===== src/rtl/ncnc_pkg.sv =====
package ncnc_pkg;

   localparam int BAND_COUNT  = 4;
   localparam int CLASS_COUNT = 5;
   localparam int BAND_W      = 10;
   localparam int CENT_W      = BAND_W * BAND_COUNT;
   localparam int DSQ_W       = 22;            // 4 * 1023^2 < 2^22
   localparam int DIST_W      = 11;            // floor sqrt < 2047
   localparam int INV_W       = 25;            // 2^24 / (d+1)
   localparam int SUM_W       = 28;
   localparam int CONF_W      = 16;
   localparam int CLASS_W     = 3;
   localparam int SQRT_STEPS  = 11;
   localparam int DIV_BITS    = 17;            // quotient bits of conf
   localparam int IDX_W       = 3;
   localparam int RSP_LATENCY = 59;

   localparam logic [CLASS_W-1:0] NATURE_CLASS = 3'd4;
   localparam logic [CLASS_W-1:0] MIXED_CLASS  = 3'd5;
   localparam logic [CONF_W-1:0]  QUIET_CONF   = 16'd52429;

   localparam logic [IDX_W-1:0] REG_QUIET = 3'd5;
   localparam logic [IDX_W-1:0] REG_MINC  = 3'd6;

   localparam logic [CENT_W-1:0] CENT_RESET [CLASS_COUNT] = '{
      40'd109737096448, 40'd109683513754, 40'd109683409408,
      40'd275414987827, 40'd495317051494};
   localparam logic [CONF_W-1:0] QUIET_RESET = 16'd10240;
   localparam logic [CONF_W-1:0] MINC_RESET  = 16'd19661;

   typedef struct packed {
      logic              valid;
      logic              quiet;
      logic [CONF_W-1:0] min_conf;
   } ctrl_type;

   // one restoring step of the floor square root
   typedef struct packed {
      logic [DSQ_W-1:0]  rem;
      logic [DIST_W-1:0] root;
   } sqrt_type;

   function automatic sqrt_type sqrt_step(sqrt_type s, logic [DSQ_W-1:0] v, int i);
      sqrt_type         r;
      logic [DSQ_W+1:0] rem2;
      logic [DSQ_W+1:0] trial;
      rem2  = {s.rem, v[2*i +: 2]};
      trial = {{(DSQ_W-DIST_W){1'b0}}, s.root, 2'b01};
      if (rem2 >= trial) begin
         r.rem  = DSQ_W'(rem2 - trial);
         r.root = {s.root[DIST_W-2:0], 1'b1};
      end else begin
         r.rem  = DSQ_W'(rem2);
         r.root = {s.root[DIST_W-2:0], 1'b0};
      end
      return r;
   endfunction

endpackage


===== src/rtl/ncnc_lane.sv =====
// One centroid lane: squared distance, pipelined floor sqrt, 2^24/(d+1).
module ncnc_lane import ncnc_pkg::*; (
   input  logic                      clock,
   input  logic [BAND_COUNT*BAND_W-1:0] bands,
   input  logic [CENT_W-1:0]         centroid,
   output logic [DIST_W-1:0]         distance,
   output logic [INV_W-1:0]          inv
);
   logic [DSQ_W-1:0] dsq_ff, dsq_in;
   logic [DSQ_W-1:0] val_ff [SQRT_STEPS];
   sqrt_type         sq_ff [SQRT_STEPS];
   sqrt_type         sq_in [SQRT_STEPS];
   // inverse: restoring divide of 2^24 by (d+1), one bit per stage
   localparam int DV_STEPS = INV_W;
   logic [DIST_W:0]   den_ff [DV_STEPS+1];
   logic [DIST_W:0]   rem_ff [DV_STEPS+1];
   logic [INV_W-1:0]  quo_ff [DV_STEPS+1];
   logic [DIST_W-1:0] dd_ff  [DV_STEPS+1];

   always_comb begin
      logic [BAND_W:0]   df;
      logic [DSQ_W-1:0]  acc;
      acc = '0;
      for (int k = 0; k < BAND_COUNT; k++) begin
         if (bands[k*BAND_W +: BAND_W] >= centroid[k*BAND_W +: BAND_W])
            df = {1'b0, bands[k*BAND_W +: BAND_W]} - {1'b0, centroid[k*BAND_W +: BAND_W]};
         else
            df = {1'b0, centroid[k*BAND_W +: BAND_W]} - {1'b0, bands[k*BAND_W +: BAND_W]};
         acc = acc + DSQ_W'(df * df);
      end
      dsq_in = acc;
   end

   always_comb begin
      sq_in[0] = sqrt_step('0, dsq_ff, SQRT_STEPS-1);
      for (int i = 1; i < SQRT_STEPS; i++)
         sq_in[i] = sqrt_step(sq_ff[i-1], val_ff[i-1], SQRT_STEPS-1-i);
   end

   always_ff @(posedge clock) begin
      dsq_ff    <= dsq_in;
      sq_ff[0]  <= sq_in[0];
      val_ff[0] <= dsq_ff;
      for (int i = 1; i < SQRT_STEPS; i++) begin
         sq_ff[i]  <= sq_in[i];
         val_ff[i] <= val_ff[i-1];
      end
   end

   always_ff @(posedge clock) begin
      den_ff[0] <= {1'b0, sq_ff[SQRT_STEPS-1].root} + 1'b1;
      rem_ff[0] <= '0;
      quo_ff[0] <= '0;
      dd_ff[0]  <= sq_ff[SQRT_STEPS-1].root;
      for (int i = 0; i < DV_STEPS; i++) begin
         logic [DIST_W+1:0] r2;
         // dividend 2^24: bit 24 set, rest clear
         r2 = {rem_ff[i], (i == 0) ? 1'b1 : 1'b0};
         if (r2 >= {1'b0, den_ff[i]}) begin
            rem_ff[i+1] <= (DIST_W+1)'(r2 - {1'b0, den_ff[i]});
            quo_ff[i+1] <= {quo_ff[i][INV_W-2:0], 1'b1};
         end else begin
            rem_ff[i+1] <= (DIST_W+1)'(r2);
            quo_ff[i+1] <= {quo_ff[i][INV_W-2:0], 1'b0};
         end
         den_ff[i+1] <= den_ff[i];
         dd_ff[i+1]  <= dd_ff[i];
      end
   end

   assign distance = dd_ff[DV_STEPS];
   assign inv      = quo_ff[DV_STEPS];
endmodule


===== config.mk =====
export PLATFORM = sky130hd
export DESIGN_NAME = ncnc_lane
export DESIGN_NICKNAME = d
export VERILOG_FILES = /design/src/rtl/ncnc_pkg.sv /design/src/rtl/ncnc_lane.sv
export SDC_FILE = /design/constraint.sdc
export NUM_CORES = 2
export LEC_CHECK = 0
export BUFFER_PORTS_ARGS = -buffer_cell sky130_fd_sc_hd__buf_2
export CORE_ASPECT_RATIO = 2
export CORE_MARGIN = 8
export CORE_UTILIZATION = 45
export CTS_CLUSTER_DIAMETER = 50
export CTS_CLUSTER_SIZE = 25
export DETAILED_ROUTE_END_ITERATION = 10
export SETUP_SLACK_MARGIN = 0.05
export SYNTH_ARGS = -nofsm -noshare
export SYNTH_HDL_FRONTEND = slang
export SYNTH_SLANG_ARGS = --single-unit

===== constraint.sdc =====
create_clock -name clock -period 31.2 [get_ports clock]
set_clock_uncertainty 0.1 [all_clocks]
set_input_delay 7.8 -clock clock [delete_from_list [all_inputs] [get_ports clock]]
set_output_delay 7.8 -clock clock [all_outputs]
set_load 0.01 [all_outputs]

-- Word level (Yosys, flattened, before mapping)
Memories as Yosys holds them, arrays and structs flattened.
Index checks and enable logic that the tools add are counted.
- bits in registers: 22
- RAM bits: 2165
- output and inout bits: 36
- memories kept: 6
- $add $sub $neg: 48
- multiply operators: 4
- order comparisons: 40
- muxes and demuxes: 140
- bitwise gates (word level): 50
- memory list (name ; depth ; width ; read ports ; clocked after Yosys merged registers in ; write ports ; line ; source):
    quo_ff ; 26 ; 25 ; 26 ; 0 ; 26 ; ncnc_lane.sv:17 ; logic [INV_W-1:0] quo_ff [DV_STEPS+1];
    sq_ff ; 11 ; 33 ; 11 ; 0 ; 11 ; ncnc_lane.sv:11 ; sqrt_type sq_ff [SQRT_STEPS];
    den_ff ; 26 ; 12 ; 25 ; 0 ; 26 ; ncnc_lane.sv:15 ; logic [DIST_W:0] den_ff [DV_STEPS+1];
    rem_ff ; 26 ; 12 ; 25 ; 0 ; 26 ; ncnc_lane.sv:16 ; logic [DIST_W:0] rem_ff [DV_STEPS+1];
    dd_ff ; 26 ; 11 ; 26 ; 0 ; 26 ; ncnc_lane.sv:18 ; logic [DIST_W-1:0] dd_ff [DV_STEPS+1];
    val_ff ; 11 ; 22 ; 10 ; 0 ; 11 ; ncnc_lane.sv:10 ; logic [DSQ_W-1:0] val_ff [SQRT_STEPS];
- operator list (kind ; number):
    25-bit 2-to-1 mux ; 25
    33-bit 2-to-1 mux ; 11
    13-bit by 12-bit >= comparator with 1-bit output ; 25
    12-bit 2-to-1 mux ; 25
    12-bit subtractor ; 25
    24-bit by 13-bit >= comparator with 1-bit output ; 10
    22-bit by 13-bit subtractor with 22-bit output ; 10
    11-bit by 11-bit multiplier with 22-bit output ; 4
    10-bit by 10-bit subtractor with 11-bit output ; 8
    1-bit 2-to-1 mux ; 75
    22-bit adder ; 3
    1-bit bitwise OR ; 50
    11-bit 2-to-1 mux ; 4
    10-bit >= comparator ; 4
    11-bit by 1-bit adder with 12-bit output, second input constant ; 1
    2-bit by 1-bit subtractor with 3-bit output, second input constant ; 1
    2-bit by 1-bit >= comparator with 1-bit output, second input constant ; 1

-- Longest topological paths before layout
- depth in word-level cells: 6
- depth in mapped cells: 40
- mapped depth without buffers: 39

-- Worst setup path before layout
OpenSTA, ideal clock, no wires.
- path type: input-to-reg
- start point: in bands[13]
- end point: reg dsq_ff[21]
- setup time: 0.129 ns
- arrival: 17.144 ns
- required time: 30.971 ns
- path slack: 13.826 ns
- cell stages on the path: 36
- cell sequence: inv_1 -> ha_1 -> buf_2 -> and3_1 -> o21ai_1 -> a31oi_1 -> o31a_1 -> nor2_1 -> buf_2 -> mux2_1 -> a2111o_1 -> o211ai_1 -> buf_4 -> nor2_1 -> fa_1 -> inv_1 -> fa_1 -> fa_1 -> inv_1 -> fa_1 -> fa_1 -> fa_1 -> fa_1 -> fa_1 -> inv_1 -> fa_1 -> inv_1 -> ha_1 -> a21o_1 -> a21oi_1 -> o31ai_1 -> a31o_1 -> a211o_1 -> a21o_1 -> a21oi_1 -> xnor3_1
- longest elaborated chain between the ends: 6
- elaborated cells between the ends (all ways): 8
- classes of those cells: add/sub: 5; mul: 1; order compare: 1; mux: 1
- ends and longest elaborated chain (what ; line ; source):
    start, declared ; ncnc_lane.sv:4 ; input logic [BAND_COUNT*BAND_W-1:0] bands,
    10-bit by 10-bit subtractor with 11-bit output (tied with other cells) ; ncnc_lane.sv:28 ; df = {1'b0, centroid[k*BAND_W +: BAND_W]} - {1'b0, bands[k*BAND_W +: BAND_W]};
    11-bit 2-to-1 mux * ; ncnc_lane.sv:25 ; if (bands[k*BAND_W +: BAND_W] >= centroid[k*BAND_W +: BAND_W])
    11-bit by 11-bit multiplier with 22-bit output * ; ncnc_lane.sv:29 ; acc = acc + DSQ_W'(df * df);
    22-bit adder * (3 in series) ; ncnc_lane.sv:29 ;
    via dsq_in[21] ; ncnc_lane.sv:9 ; logic [DSQ_W-1:0] dsq_ff, dsq_in;
    end signal, assigned ; ncnc_lane.sv:41 ; dsq_ff <= dsq_in;
    end, declared ; ncnc_lane.sv:9 ;
The timed path passes the listed nets; every way through them passes the cells marked *.

-- Final worst setup path
- start point: in bands[20]
- end point: reg dsq_ff[20]
- longest elaborated chain between the ends: 5
- elaborated cells between the ends (all ways): 7
- classes of those cells: add/sub: 4; mul: 1; order compare: 1; mux: 1
- ends and longest elaborated chain (what ; line):
    10-bit by 10-bit subtractor with 11-bit output (tied with other cells) ; ncnc_lane.sv:28
    11-bit 2-to-1 mux * ; ncnc_lane.sv:25
    11-bit by 11-bit multiplier with 22-bit output * ; ncnc_lane.sv:29
    22-bit adder * (2 in series) ; ncnc_lane.sv:29
    via dsq_in[20] ; ncnc_lane.sv:9
Marks and branches as above.

==> summary.txt <==
HPWL Detailed - 106000 µm
worst hold path class - reg -> reg
H-tree depth - 3
I/O Pins - 117
Crit path largest cell delay - 0.95 ns
All-Layer GR Usage - 15.6%
DR pass1 iterations - 6
post-CTS resize count - 0
placement row count - 206
GRT overflow - 0
vias in the first global route - 44.4k
Syn Area/Cell - 10.5 µm²
pin count of the biggest net entering global routing - 26
Area after DPL - 73800 µm²
Final Hold Vio Count - 0
pre-CTS setup slack - 12.41 ns
DR WL met3 - 4810 µm
delay-heaviest family, CP - adder cells
Max Used Layer - met5
Die Area - 171000 µm²
Max Cap Viol - 0
Synth Register Bits - 1589
via count - 43.3k
Antenna Nets Post-Route - 0
Initial Utilization - 45.2%
share of post-route cells with drive strength above 1 - 8.76%
Starting DRT DRC Count - 1722
CP Capture Type - flip-flop
cell with the most instances after synthesis - dfxtp_1
ys flop type - dfxtp_1
Root Driver - clkbuf_16
Synth Instances - 6749
Hold Crit Start - quo_ff[9][3]
core area - 157000 µm²
mean routed wirelength per cell - 14.6 µm
Metal-1 WL - 56100 µm
Yosys warning count - 0
Netlist cell types - 88
final worst slack - 13.01 ns
TritonCTS Buffers - 100
Peak Freq - 55.0 MHz
Nets - 8013
final period utilization - 58.3%
Pins Over Slew Limit - 0
clk slew on worst S/H paths - 0.08 ns
WL met2 - 66700 µm
outcome - finished clean
synth cell count leaders - 1589 x dfxtp_1, 1121 x inv_1, 615 x ha_1, 462 x nor2_1, 401 x fa_1
post-CTS setup buffer count - 0
crit path launch type - primary input
CP Max Fanout - 11
instance count on the critical path - 35
multi-input logic area - 34400 µm²
Worst path slowest cell - a2111oi_0
hold_buf cts - 0
fin area - 77600 µm²
Yosys top cell by area - dfxtp_1
ranking of synthesized cells by area - dfxtp_1 45%, fa_1 11%, ha_1 11%
WP buf/inv - 7
Seq/Total Area, Yosys - 45.0%
minimum clock period - 18.19 ns
WS Path Type - in -> reg
final-report setup violation count - 0
Critical Path RT - 31.71 ns
R2R setup slack - 27.63 ns
Worst Path Arrival - 18.70 ns
clk sinks - 1589
final WL - 132000 µm
Sequential Area - 31800 µm²
worst hold path cell count - 0
via/cell ratio - 4.78
Critical Path Most Common Cell - fa_1
setup TNS - 0 ns
Fillers - 14.6k
Area Overhead vs Synth - 9.61%
CTS tree - yes
die height - 577 µm
synthesized cell area - 70800 µm²
R2R depth - 12
Tightest Pin Transition - 1.15 ns
post-synth top area share - 45.0%
placer congestion estimate - 0.861
Die W - 296 µm
IO buf count - 116
asr flop ratio synth - 0%
drt drc - 0
first-pass GRT wire length - 220000 µm
RSZ-0062 raised after global routing - no
Worst slew margin - 23.1%
initial antenna violation count - 2
hold path endpoint - quo_ff[10][4]
clk_lat worst skew - 0.72 ns
Post-synth EDFFs - 0
Worst R2R Start - den_ff[13][1]
clk buf depth - 3
worst r2r dst - rem_ff[0][172]
worst reg2reg max path, cell delays in order (launching register included):
cell and delay (ns):
dfxtp_1 0.40, inv_1 0.06, ha_1 0.30, nor2b_1 0.13, o21ai_0 0.23, a21boi_1 0.12
o21ai_0 0.22, a21boi_0 0.16, o21ai_1 0.23, a21o_1 0.19, nand2_1 0.08, o21ai_1 0.80
mux2_2 0.42
flip-flops by register name, summed over array words and instances (netlist names):
name	flops
dd_ff	286
quo_ff	325
dsq_ff	22
rem_ff	288
den_ff	300
sq_ff	258
val_ff	110
worst max path at each step:
| stage | from | end | slack [ns] |
|---|---|---|---|
| floorplan | bands[13] | dsq_ff[21] | 13.83 |
| global placement | bands[20] | dsq_ff[20] | 12.66 |
| detailed placement | bands[20] | dsq_ff[18] | 12.41 |
| CTS | bands[20] | dsq_ff[18] | 13.15 |
| global route | bands[14] | dsq_ff[18] | 12.54 |
| finish | bands[20] | dsq_ff[20] | 13.01 |
cell type report:
| cell class | count | area share, % |
|---|---|---|
| multi-input cells | 3943 | 44.3 |
| flip-flops and latches | 1589 | 41.0 |
| inverters | 1137 | 5.50 |
| well taps | 2080 | 3.36 |
| clock buffers | 106 | 3.29 |
| clock inverters | 69 | 1.50 |
| repair buffers | 145 | 1.03 |
| diodes | 1 | 0.00323 |
metal layers:
metal | vias up | track usage, %
met5 | - | 0
li1 | 22100 | -
met4 | 2 | 5.17
met1 | 20400 | 18.9
met3 | 204 | 2.17
met2 | 589 | 28.3
cells by family (layout without fill, tap and decap cells):
| logic type | count (synthesis) | after routing | synth area share, % |
|---|---|---|---|
| xor gates and xnor gates | 341 | 341 | 4.24 |
| and+or+nand+nor | 1472 | 1472 | 10.1 |
| buffers and inverters | 1222 | 1457 | 6.55 |
| muxes | 263 | 263 | 4.11 |
| other | 1 | 7 | 0.00530 |
| DFF | 1589 | 1589 | 45.0 |
| adders and majority gates | 1016 | 1016 | 22.2 |
| AOI/OAI and AO/OA | 845 | 845 | 7.87 |
cell usage in the layout (no fill, tap or decap), types with 42 or more instances in the layout:
master / count
dfxtp_1: 1589
inv_1: 1121
ha_1: 615
nor2_1: 462
fa_1: 401
nand2_1: 309
mux2_2: 215
xnor2_1: 212
a21oi_1: 187
o21ai_0: 173
nor3_1: 139
xor2_1: 128
buf_2: 116
clkbuf_16: 100
nor2b_1: 99
nand3_1: 92
nand2b_1: 80
a21o_1: 76
o21a_1: 68
nand4_1: 67
a211oi_1: 52
o31ai_1: 48
or2_2: 46
mux2i_1: 45
nor4_1: 43
a21boi_1: 42
metrics by stage:
step | util [%] | std cells | hold WS [ns]
detailed placement | 47.1 | 8894 | 0.212
finish | 49.5 | 9070 | 0.196
global route | 49.5 | 9070 | 0.194
global placement | 47.1 | 8894 | 0.210
CTS | 49.5 | 9069 | 0.188
floorplan | - | 6754 | 0.210
Power is not shown: default switching activity piles up to over one toggle a cycle in this logic, so the estimate is an artifact.
