[src/rtl/ncnc_pkg.sv]
package ncnc_pkg;

   localparam int BAND_COUNT  = 4;
   localparam int CLASS_COUNT = 5;
   localparam int BAND_W      = 10;
   localparam int CENT_W      = BAND_W * BAND_COUNT;
   localparam int DSQ_W       = 22;            // 4 * 1023^2 < 2^22
   localparam int DIST_W      = 11;            // floor sqrt < 2047
   localparam int INV_W       = 25;            // 2^24 / (d+1)
   localparam int SUM_W       = 28;
   localparam int CONF_W      = 16;
   localparam int CLASS_W     = 3;
   localparam int SQRT_STEPS  = 11;
   localparam int DIV_BITS    = 17;            // quotient bits of conf
   localparam int IDX_W       = 3;
   localparam int RSP_LATENCY = 59;

   localparam logic [CLASS_W-1:0] NATURE_CLASS = 3'd4;
   localparam logic [CLASS_W-1:0] MIXED_CLASS  = 3'd5;
   localparam logic [CONF_W-1:0]  QUIET_CONF   = 16'd52429;

   localparam logic [IDX_W-1:0] REG_QUIET = 3'd5;
   localparam logic [IDX_W-1:0] REG_MINC  = 3'd6;

   localparam logic [CENT_W-1:0] CENT_RESET [CLASS_COUNT] = '{
      40'd109737096448, 40'd109683513754, 40'd109683409408,
      40'd275414987827, 40'd495317051494};
   localparam logic [CONF_W-1:0] QUIET_RESET = 16'd10240;
   localparam logic [CONF_W-1:0] MINC_RESET  = 16'd19661;

   typedef struct packed {
      logic              valid;
      logic              quiet;
      logic [CONF_W-1:0] min_conf;
   } ctrl_type;

   // one restoring step of the floor square root
   typedef struct packed {
      logic [DSQ_W-1:0]  rem;
      logic [DIST_W-1:0] root;
   } sqrt_type;

   function automatic sqrt_type sqrt_step(sqrt_type s, logic [DSQ_W-1:0] v, int i);
      sqrt_type         r;
      logic [DSQ_W+1:0] rem2;
      logic [DSQ_W+1:0] trial;
      rem2  = {s.rem, v[2*i +: 2]};
      trial = {{(DSQ_W-DIST_W){1'b0}}, s.root, 2'b01};
      if (rem2 >= trial) begin
         r.rem  = DSQ_W'(rem2 - trial);
         r.root = {s.root[DIST_W-2:0], 1'b1};
      end else begin
         r.rem  = DSQ_W'(rem2);
         r.root = {s.root[DIST_W-2:0], 1'b0};
      end
      return r;
   endfunction

endpackage

[src/rtl/ncnc_merge.sv]
// Picks the nearest lane, sums inverses, divides best*2^16 by the sum.
module ncnc_merge import ncnc_pkg::*; (
   input  logic                 clock,
   input  logic                 reset,
   input  ctrl_type             ctrl,
   input  logic [DIST_W-1:0]    distance [CLASS_COUNT],
   input  logic [INV_W-1:0]     inv  [CLASS_COUNT],
   output logic                 done,
   output logic [CLASS_W-1:0]   cls,
   output logic [CONF_W-1:0]    conf,
   output logic                 quiet
);
   // stage 0: argmin and sum
   ctrl_type           c0_ff;
   logic [CLASS_W-1:0] b0_ff;
   logic [INV_W-1:0]   bi0_ff;
   logic [SUM_W-1:0]   s0_ff;

   always_ff @(posedge clock) begin
      logic [CLASS_W-1:0] b;
      logic [DIST_W-1:0]  bd;
      logic [SUM_W-1:0]   s;
      b  = '0;
      bd = distance[0];
      s  = '0;
      for (int k = 0; k < CLASS_COUNT; k++) begin
         s = s + SUM_W'(inv[k]);
         if (k > 0 && distance[k] < bd) begin
            bd = distance[k];
            b  = CLASS_W'(k);
         end
      end
      b0_ff  <= b;
      bi0_ff <= inv[b];
      s0_ff  <= s;
   end

   // divider: one quotient bit per stage, dividend bi*2^16
   localparam int DIVD_W = INV_W + CONF_W;
   ctrl_type           cd_ff [DIV_BITS+1];
   logic [CLASS_W-1:0] bd_ff [DIV_BITS+1];
   logic [DIVD_W-1:0]  n_ff  [DIV_BITS+1];
   logic [SUM_W-1:0]   d_ff  [DIV_BITS+1];
   logic [SUM_W:0]     r_ff  [DIV_BITS+1];
   logic [DIV_BITS-1:0] q_ff [DIV_BITS+1];

   always_ff @(posedge clock) begin
      if (reset) begin
         c0_ff.valid <= 1'b0;
         for (int i = 0; i <= DIV_BITS; i++) cd_ff[i].valid <= 1'b0;
      end else begin
         c0_ff.valid <= ctrl.valid;
         cd_ff[0].valid <= c0_ff.valid;
         for (int i = 0; i < DIV_BITS; i++) cd_ff[i+1].valid <= cd_ff[i].valid;
      end
      c0_ff.quiet    <= ctrl.quiet;
      c0_ff.min_conf <= ctrl.min_conf;
      cd_ff[0].quiet    <= c0_ff.quiet;
      cd_ff[0].min_conf <= c0_ff.min_conf;
      bd_ff[0] <= b0_ff;
      n_ff[0]  <= {bi0_ff, {CONF_W{1'b0}}};
      d_ff[0]  <= s0_ff;
      // quotient < 2^17, so top bits of remainder start from high dividend part
      r_ff[0]  <= (SUM_W+1)'({bi0_ff, {CONF_W{1'b0}}} >> DIV_BITS);
      q_ff[0]  <= '0;
      for (int i = 0; i < DIV_BITS; i++) begin
         logic [SUM_W+1:0] r2;
         r2 = {r_ff[i], n_ff[i][DIV_BITS-1-i]};
         if (r2 >= {2'b00, d_ff[i]}) begin
            r_ff[i+1] <= (SUM_W+1)'(r2 - {2'b00, d_ff[i]});
            q_ff[i+1] <= {q_ff[i][DIV_BITS-2:0], 1'b1};
         end else begin
            r_ff[i+1] <= (SUM_W+1)'(r2);
            q_ff[i+1] <= {q_ff[i][DIV_BITS-2:0], 1'b0};
         end
         cd_ff[i+1].quiet    <= cd_ff[i].quiet;
         cd_ff[i+1].min_conf <= cd_ff[i].min_conf;
         bd_ff[i+1] <= bd_ff[i];
         n_ff[i+1]  <= n_ff[i];
         d_ff[i+1]  <= d_ff[i];
      end
   end

   // final selection
   logic [DIV_BITS-1:0] q;
   logic [CONF_W-1:0]   sat;
   assign q   = q_ff[DIV_BITS];
   assign sat = q[DIV_BITS-1] ? {CONF_W{1'b1}} : q[CONF_W-1:0];

   logic                done_ff;
   logic [CLASS_W-1:0]  cls_ff, cls_in;
   logic [CONF_W-1:0]   conf_ff, conf_in;
   logic                quiet_ff;

   always_comb begin
      if (cd_ff[DIV_BITS].quiet) begin
         cls_in  = NATURE_CLASS;
         conf_in = QUIET_CONF;
      end else if (sat < cd_ff[DIV_BITS].min_conf) begin
         cls_in  = MIXED_CLASS;
         conf_in = (sat == '0) ? {CONF_W{1'b1}} : CONF_W'(~sat + 1'b1);
      end else begin
         cls_in  = bd_ff[DIV_BITS];
         conf_in = sat;
      end
   end

   always_ff @(posedge clock) begin
      if (reset) done_ff <= 1'b0;
      else       done_ff <= cd_ff[DIV_BITS].valid;
      cls_ff   <= cls_in;
      conf_ff  <= conf_in;
      quiet_ff <= cd_ff[DIV_BITS].quiet;
   end

   assign done  = done_ff;
   assign cls   = cls_ff;
   assign conf  = conf_ff;
   assign quiet = quiet_ff;
endmodule

[config.mk]
export PLATFORM = sky130hd
export DESIGN_NAME = ncnc_merge
export DESIGN_NICKNAME = d
export VERILOG_FILES = /design/src/rtl/ncnc_pkg.sv /design/src/rtl/ncnc_merge.sv
export SDC_FILE = /design/constraint.sdc
export NUM_CORES = 2
export LEC_CHECK = 0
export BUFFER_PORTS_ARGS = -buffer_cell sky130_fd_sc_hd__clkbuf_2
export CORE_MARGIN = 1.5
export CORE_UTILIZATION = 40
export CTS_CLUSTER_SIZE = 20
export DETAILED_ROUTE_END_ITERATION = 10
export HOLD_SLACK_MARGIN = 0.08
export PLACE_DENSITY = 0.64
export SLEW_MARGIN = 20
export SYNTH_ARGS = -nofsm -noshare
export SYNTH_HDL_FRONTEND = slang
export SYNTH_SLANG_ARGS = --single-unit
[constraint.sdc]
create_clock -name clock -period 16.17 [get_ports clock]
set_clock_uncertainty 0.1 [all_clocks]
set_input_delay 0 -clock clock [delete_from_list [all_inputs] [get_ports clock]]
set_output_delay 0 -clock clock [all_outputs]
set_load 0.01 [all_outputs]
======== Word level (Yosys, flattened, before mapping) ========
Memories as Yosys holds them, arrays and structs flattened.
Cells that the tools add are included.
cells by class
  $lt $le $gt $ge ......................... 23
  reductions and logical operators ........ 2
  $add $sub $neg .......................... 22
  multiplexer cells ....................... 120
  bitwise operators ....................... 54
operator list
  cell                                                              number
  30-bit by 28-bit >= comparator with 1-bit output                  17
  29-bit two-way mux                                                17
  29-bit by 28-bit subtractor with 29-bit output                    17
  17-bit two-way mux                                                17
  25-bit binary-select mux with 3-bit select                        1
  1-bit two-way mux                                                 74
  1-bit bitwise OR                                                  52
  25-bit two-way mux                                                2
  16-bit two-way mux                                                3
  11-bit < comparator                                               4
  11-bit two-way mux                                                3
  27-bit by 25-bit adder with 28-bit output                         1
  28-bit by 25-bit adder with 28-bit output                         1
  26-bit by 25-bit adder with 27-bit output                         1
  25-bit by 25-bit adder with 26-bit output                         1
  16-bit by 1-bit adder with 16-bit output (second input constant)  1
  16-bit zero test                                                  1
  16-bit < comparator                                               1
  16-bit inverter                                                   1
  4-bit >= comparator (second input constant)                       1
  2-bit two-way mux                                                 2
  3-bit inverter with 4-bit output                                  1
  3-bit two-way mux                                                 1
  2-bit OR reduction                                                1
word-level totals
  register bits after elaboration ......... 95
  bits in writable memories ............... 2448
  memories ................................ 6
memories
  memory  depth  width  read ports  clocked after Yosys merged registers in  wr ports  line              RTL
  n_ff    18     41     17          0                                        18        ncnc_merge.sv:42  logic [DIVD_W-1:0] n_ff [DIV_BITS+1];
  r_ff    18     29     17          0                                        18        ncnc_merge.sv:44  logic [SUM_W:0] r_ff [DIV_BITS+1];
  d_ff    18     28     17          0                                        18        ncnc_merge.sv:43  logic [SUM_W-1:0] d_ff [DIV_BITS+1];
  cd_ff   18     18     18          0                                        18        ncnc_merge.sv:40  ctrl_type cd_ff [DIV_BITS+1];
  q_ff    18     17     18          0                                        18        ncnc_merge.sv:45  logic [DIV_BITS-1:0] q_ff [DIV_BITS+1];
  bd_ff   18     3      18          0                                        18        ncnc_merge.sv:41  logic [CLASS_W-1:0] bd_ff [DIV_BITS+1];

======== Depth between registers and ports, before layout ========
  word-level depth ........................ 12
  gate-level depth with buffers ........... 45
  depth with buffers taken out ............ 38

======== Least setup slack after synthesis ========
No wires, ideal clock.
  path kind ............................... input-to-reg
  start point ............................. input port distance[53] in the netlist's numbering
  end point ............................... register bi0_ff[12]
  slack ................................... 8545 ps
  cell stages on the path ................. 42
  path buffers ............................ 6
  library setup time ...................... 59 ps
  arrival ................................. 7466 ps
  data required time ...................... 16011 ps
  path through ............................ inv_1 -> ha_1 -> a21o_1 -> a211oi_1 -> o31ai_1 -> o21ai_1 -> buf_2 -> mux2i_1 -> ha_1 -> a21o_1 -> a21o_1 -> a2111oi_0 -> nand3_1 -> a31o_2 -> buf_2 -> clkbuf_1 -> o21ai_0 -> ha_1 -> (+6 left out) -> a21oi_1 -> nand2b_1 -> clkbuf_1 -> clkbuf_1 -> nor2_1 -> a21oi_1 -> ha_1 -> a21oi_1 -> nor2b_1 -> o21ai_0 -> nand2b_1 -> a21oi_1 -> nor2_1 -> a211oi_1 -> o21ai_1 -> nand4_1 -> clkbuf_1 -> o221a_2
between the ends
  longest elaborated chain between the ends .. 12
  elaborated cells between the ends (all ways) .. 15
  those cells by class .................... 4 x order compare; 10 x mux; 1 x bitwise
ends and longest elaborated chain
  element                                                   line              RTL
  start, declared                                           ncnc_merge.sv:6   input logic [DIST_W-1:0] distance [CLASS_COUNT],
  11-bit < comparator                                       ncnc_merge.sv:28  if (k > 0 && distance[k] < bd) begin
  11-bit two-way mux                                        ncnc_merge.sv:28
  11-bit < comparator                                       ncnc_merge.sv:28
  11-bit two-way mux                                        ncnc_merge.sv:28
  11-bit < comparator                                       ncnc_merge.sv:28
  11-bit two-way mux                                        ncnc_merge.sv:28
  11-bit < comparator                                       ncnc_merge.sv:28
  3-bit two-way mux *                                       ncnc_merge.sv:28
  3-bit inverter with 4-bit output (implied by the code) *  ncnc_merge.sv:34  bi0_ff <= inv[b];
  25-bit binary-select mux with 3-bit select *              ncnc_merge.sv:34
  25-bit two-way mux (implied by the code) * (2 in series)  ncnc_merge.sv:34
  end signal, assigned                                      ncnc_merge.sv:34
  end, declared                                             ncnc_merge.sv:16  logic [INV_W-1:0] bi0_ff;
Mark *: on every way between the ends. The rest lies on a longest branch, timed or not. The select of a mux whose other input is x is not followed.
A chain may end at the register's enable or synchronous reset.

======== Worst setup path after layout ========
  start point ............................. input port distance[33] in the netlist's numbering
  end point ............................... register bi0_ff[6]
Same word-level chain as after synthesis.

==> out/results.txt <==
status = complete, no violations
post-synth top area share = 48.4%
GRT Overall Usage = 16.4%
Slew @ Worst Pin = 1.23 ns
max cap viols = 0
fill count = 14834
setup TNS = 0 ns
# DRC = 0
IO Count = 221
post_cts resized = 0
DIE HEIGHT = 409 µm
fraction of layout cells with a size suffix above 1 = 10.4%
row count = 148
most common cell in the synthesized netlist = dfxtp_1
Mapped Avg Cell Area = 9.95 µm²
Syn. warnings = 0
Clock Pin Slew Worst Setup and Hold Paths = 0.06 ns
fin crit share = 72.7%
pin count of the biggest net entering global routing = 57
top_reg_cell synth = dfxtp_1
grt met2 use = 31.6%
Seq/Total Area, Yosys = 48.4%
Synth Register Bits = 1591
initial antenna violation count = 1
Worst Path Required = 16.74 ns
PortBufs = 220
Post-DRT Antenna Nets = 0
die area = 167000 µm²
final hold vios = 0
clk root buf = clkbuf_16
Slew Viols, Final = 0
RSZ-0062 raised after global routing = false
TritonCTS clock tree = yes
fin cells = 9489
DRT Wirelength = 137000 µm
first-pass GRT wire length = 226000 µm
drt pass-1 iters = 5
routability congestion estimate = 0.983
DR WL/cell = 14.5 µm
r2r setup slk = 11.38 ns
GR Util met3 = 2.81%
Max Clock Freq = 85.1 MHz
Synth async-reset ratio = 0%
GR Util met1 = 16.5%
Unique masters post-synth = 83
Arr. time, crit path = 12.33 ns
Buf+Inv Stages, Crit Path = 5
GRT overflow = 0
placed cells = 8913
Post-Syn Instances = 6611
critical path peak fanout = 31
Critical Path End Type = flop
Layout area overhead = 18.6%
Final Critical Period = 11.75 ns
via count = 46021
TritonCTS Buffers = 168
Via density = 4.85
worst setup path class = in -> reg
post-route cell area = 78000 µm²
Relative slew margins = 17.4%
CP delay by family, top = compound AO/OA/AOI/OAI gates
synth cell count leaders = dfxtp_1 (1591), inv_1 (664), ha_1 (555), nand2_1 (466), o21ai_0 (442)
EDFF count, synth = 0
top cells by area, synth = dfxtp_1 (48%), ha_1 (11%), inv_1 (3.8%)
Worst Hold Class = in -> reg
Synth Net Count = 7456
worst-case clock buffer depth = 3
hpwl dp = 104000 µm
fin util = 47.8%
Sink Count = 1591
Slowest cell on crit path = nand4_1
vias in the first global route = 47295
busiest grt layer = met2
# H-tree levels = 4
Diodes inserted = 0
core area = 163000 µm²
Placement Cell Area = 69500 µm²
initial DRC count = 1924
CP Launch Type = input port
Die Span X = 409 µm
clock latency on the worst-skew pair = 0.80 ns
Initial Utilization = 40.3%
Post-Syn Area = 65800 µm²
Setup Viol. Count Final = 0
cell taking the most area after synthesis = dfxtp_1
delay of the slowest cell on the worst path = 1.01 ns
final net count = 8021
-- metrics by stage --
step | setup slack [ns] | hold slack (ns)
3_3_place_gp | 4.70 | 0.00477
6_report | 4.42 | 0.173
4_1_cts | 4.39 | 0.0839
5_1_grt | 3.53 | 0.127
3_5_place_dp | 4.77 | 0.00390
2_1_floorplan | 8.55 | -0.0723
-- metal layers --
| metal | share of wire, % | wire length (µm) |
|---|---|---|
| met1 | 40 | 54600 |
| met2 | 52 | 71100 |
| met3 | 3.4 | 4730 |
| met4 | 4.9 | 6710 |
| met5 | 0.0073 | 10 |
-- registers in the layout, summed over array words and instances (netlist names) --
signal / count
c0_ff: 18
q_ff: 153
b0_ff: 3
cls: 3
done: 1
quiet: 1
s0_ff: 28
bd_ff: 54
r_ff: 465
conf: 16
d_ff: 476
bi0_ff: 25
n_ff: 24
cd_ff: 324
-- cell usage in the layout, fill, tap and decap left out, drive strengths merged, types with 12 or more instances in the layout --
cell and n:
a21oi 440, a31o 19, nand2 466, o21bai 53, or2 37, nand2b 83
fa 90, a2111oi 14, nand4 69, nor2 359, and3 38, mux2 136
and4 21, or3 41, xor2 164, clkbuf 444, mux2i 43, buf 21
a31oi 51, o221a 20, a211oi 48, o211ai 25, dlygate4sd3 268, clkinv 47
o21ai 457, bufinv 20, nor3 88, and2 18, nor2b 95, a211o 12
inv 671, dfxtp 1591, o21a 66, nand3 74, o31ai 34, o41ai 13
xnor2 234, ha 555, a21boi 24, a21o 210
-- final timing paths --
| kind | start | to | cells after the start |
|---|---|---|---|
| hold / removal | inv[71] | bi0_ff[21] | 6 |
| setup / recovery | distance[33] | bi0_ff[6] | 34 |
| setup reg to reg | d_ff[7][2] | r_ff[4][18] | 14 |
| hold reg to reg | s0_ff[9] | d_ff[0][9] | 0 |
-- cell families after synthesis --
| kind of cell | after synthesis | synth area share, % |
|---|---|---|
| AO/OA/AOI/OAI | 1595 | 15.2 |
| XOR/XNOR | 398 | 5.30 |
| adder cells (fa/ha/maj) | 645 | 13.3 |
| buffers and inverters | 778 | 4.47 |
| flip-flops | 1591 | 48.4 |
| multiplexers | 179 | 2.98 |
| AND/OR/NAND/NOR | 1425 | 10.3 |
-- final cells by class --
cell class	count	area, µm²	area share [%]
clock buffer	224	4720	6.04
clock inverter	84	1150	1.48
inverter	664	2490	3.19
multi-input combinational	4242	31200	39.9
sequential	1591	31900	40.8
tap	2175	2720	3.49
timing repair buffer	509	3960	5.08
-- worst reg2reg max path: stages (launching register included) --
cell and delay [ns]:
dfxtp_1 0.32, inv_1 0.05, ha_1 0.36, nor2b_1 0.17
o2111ai_1 0.25, and3_1 0.24, o31ai_1 0.16, a221oi_1 0.52
o21ai_0 0.26, o41ai_1 0.66, o311ai_1 0.29, a41oi_4 0.45
buf_4 0.40, inv_1 0.17, mux2_2 0.29
-- repair_timing --
action	in CTS	in global routing
hold buffers	268	0
hold endpoints to repair	93	0
endpoints found under the setup margin	0	0
setup buffers	0	0
Power is not shown: default switching activity piles up to over one toggle a cycle in this logic, so the estimate is an artifact.
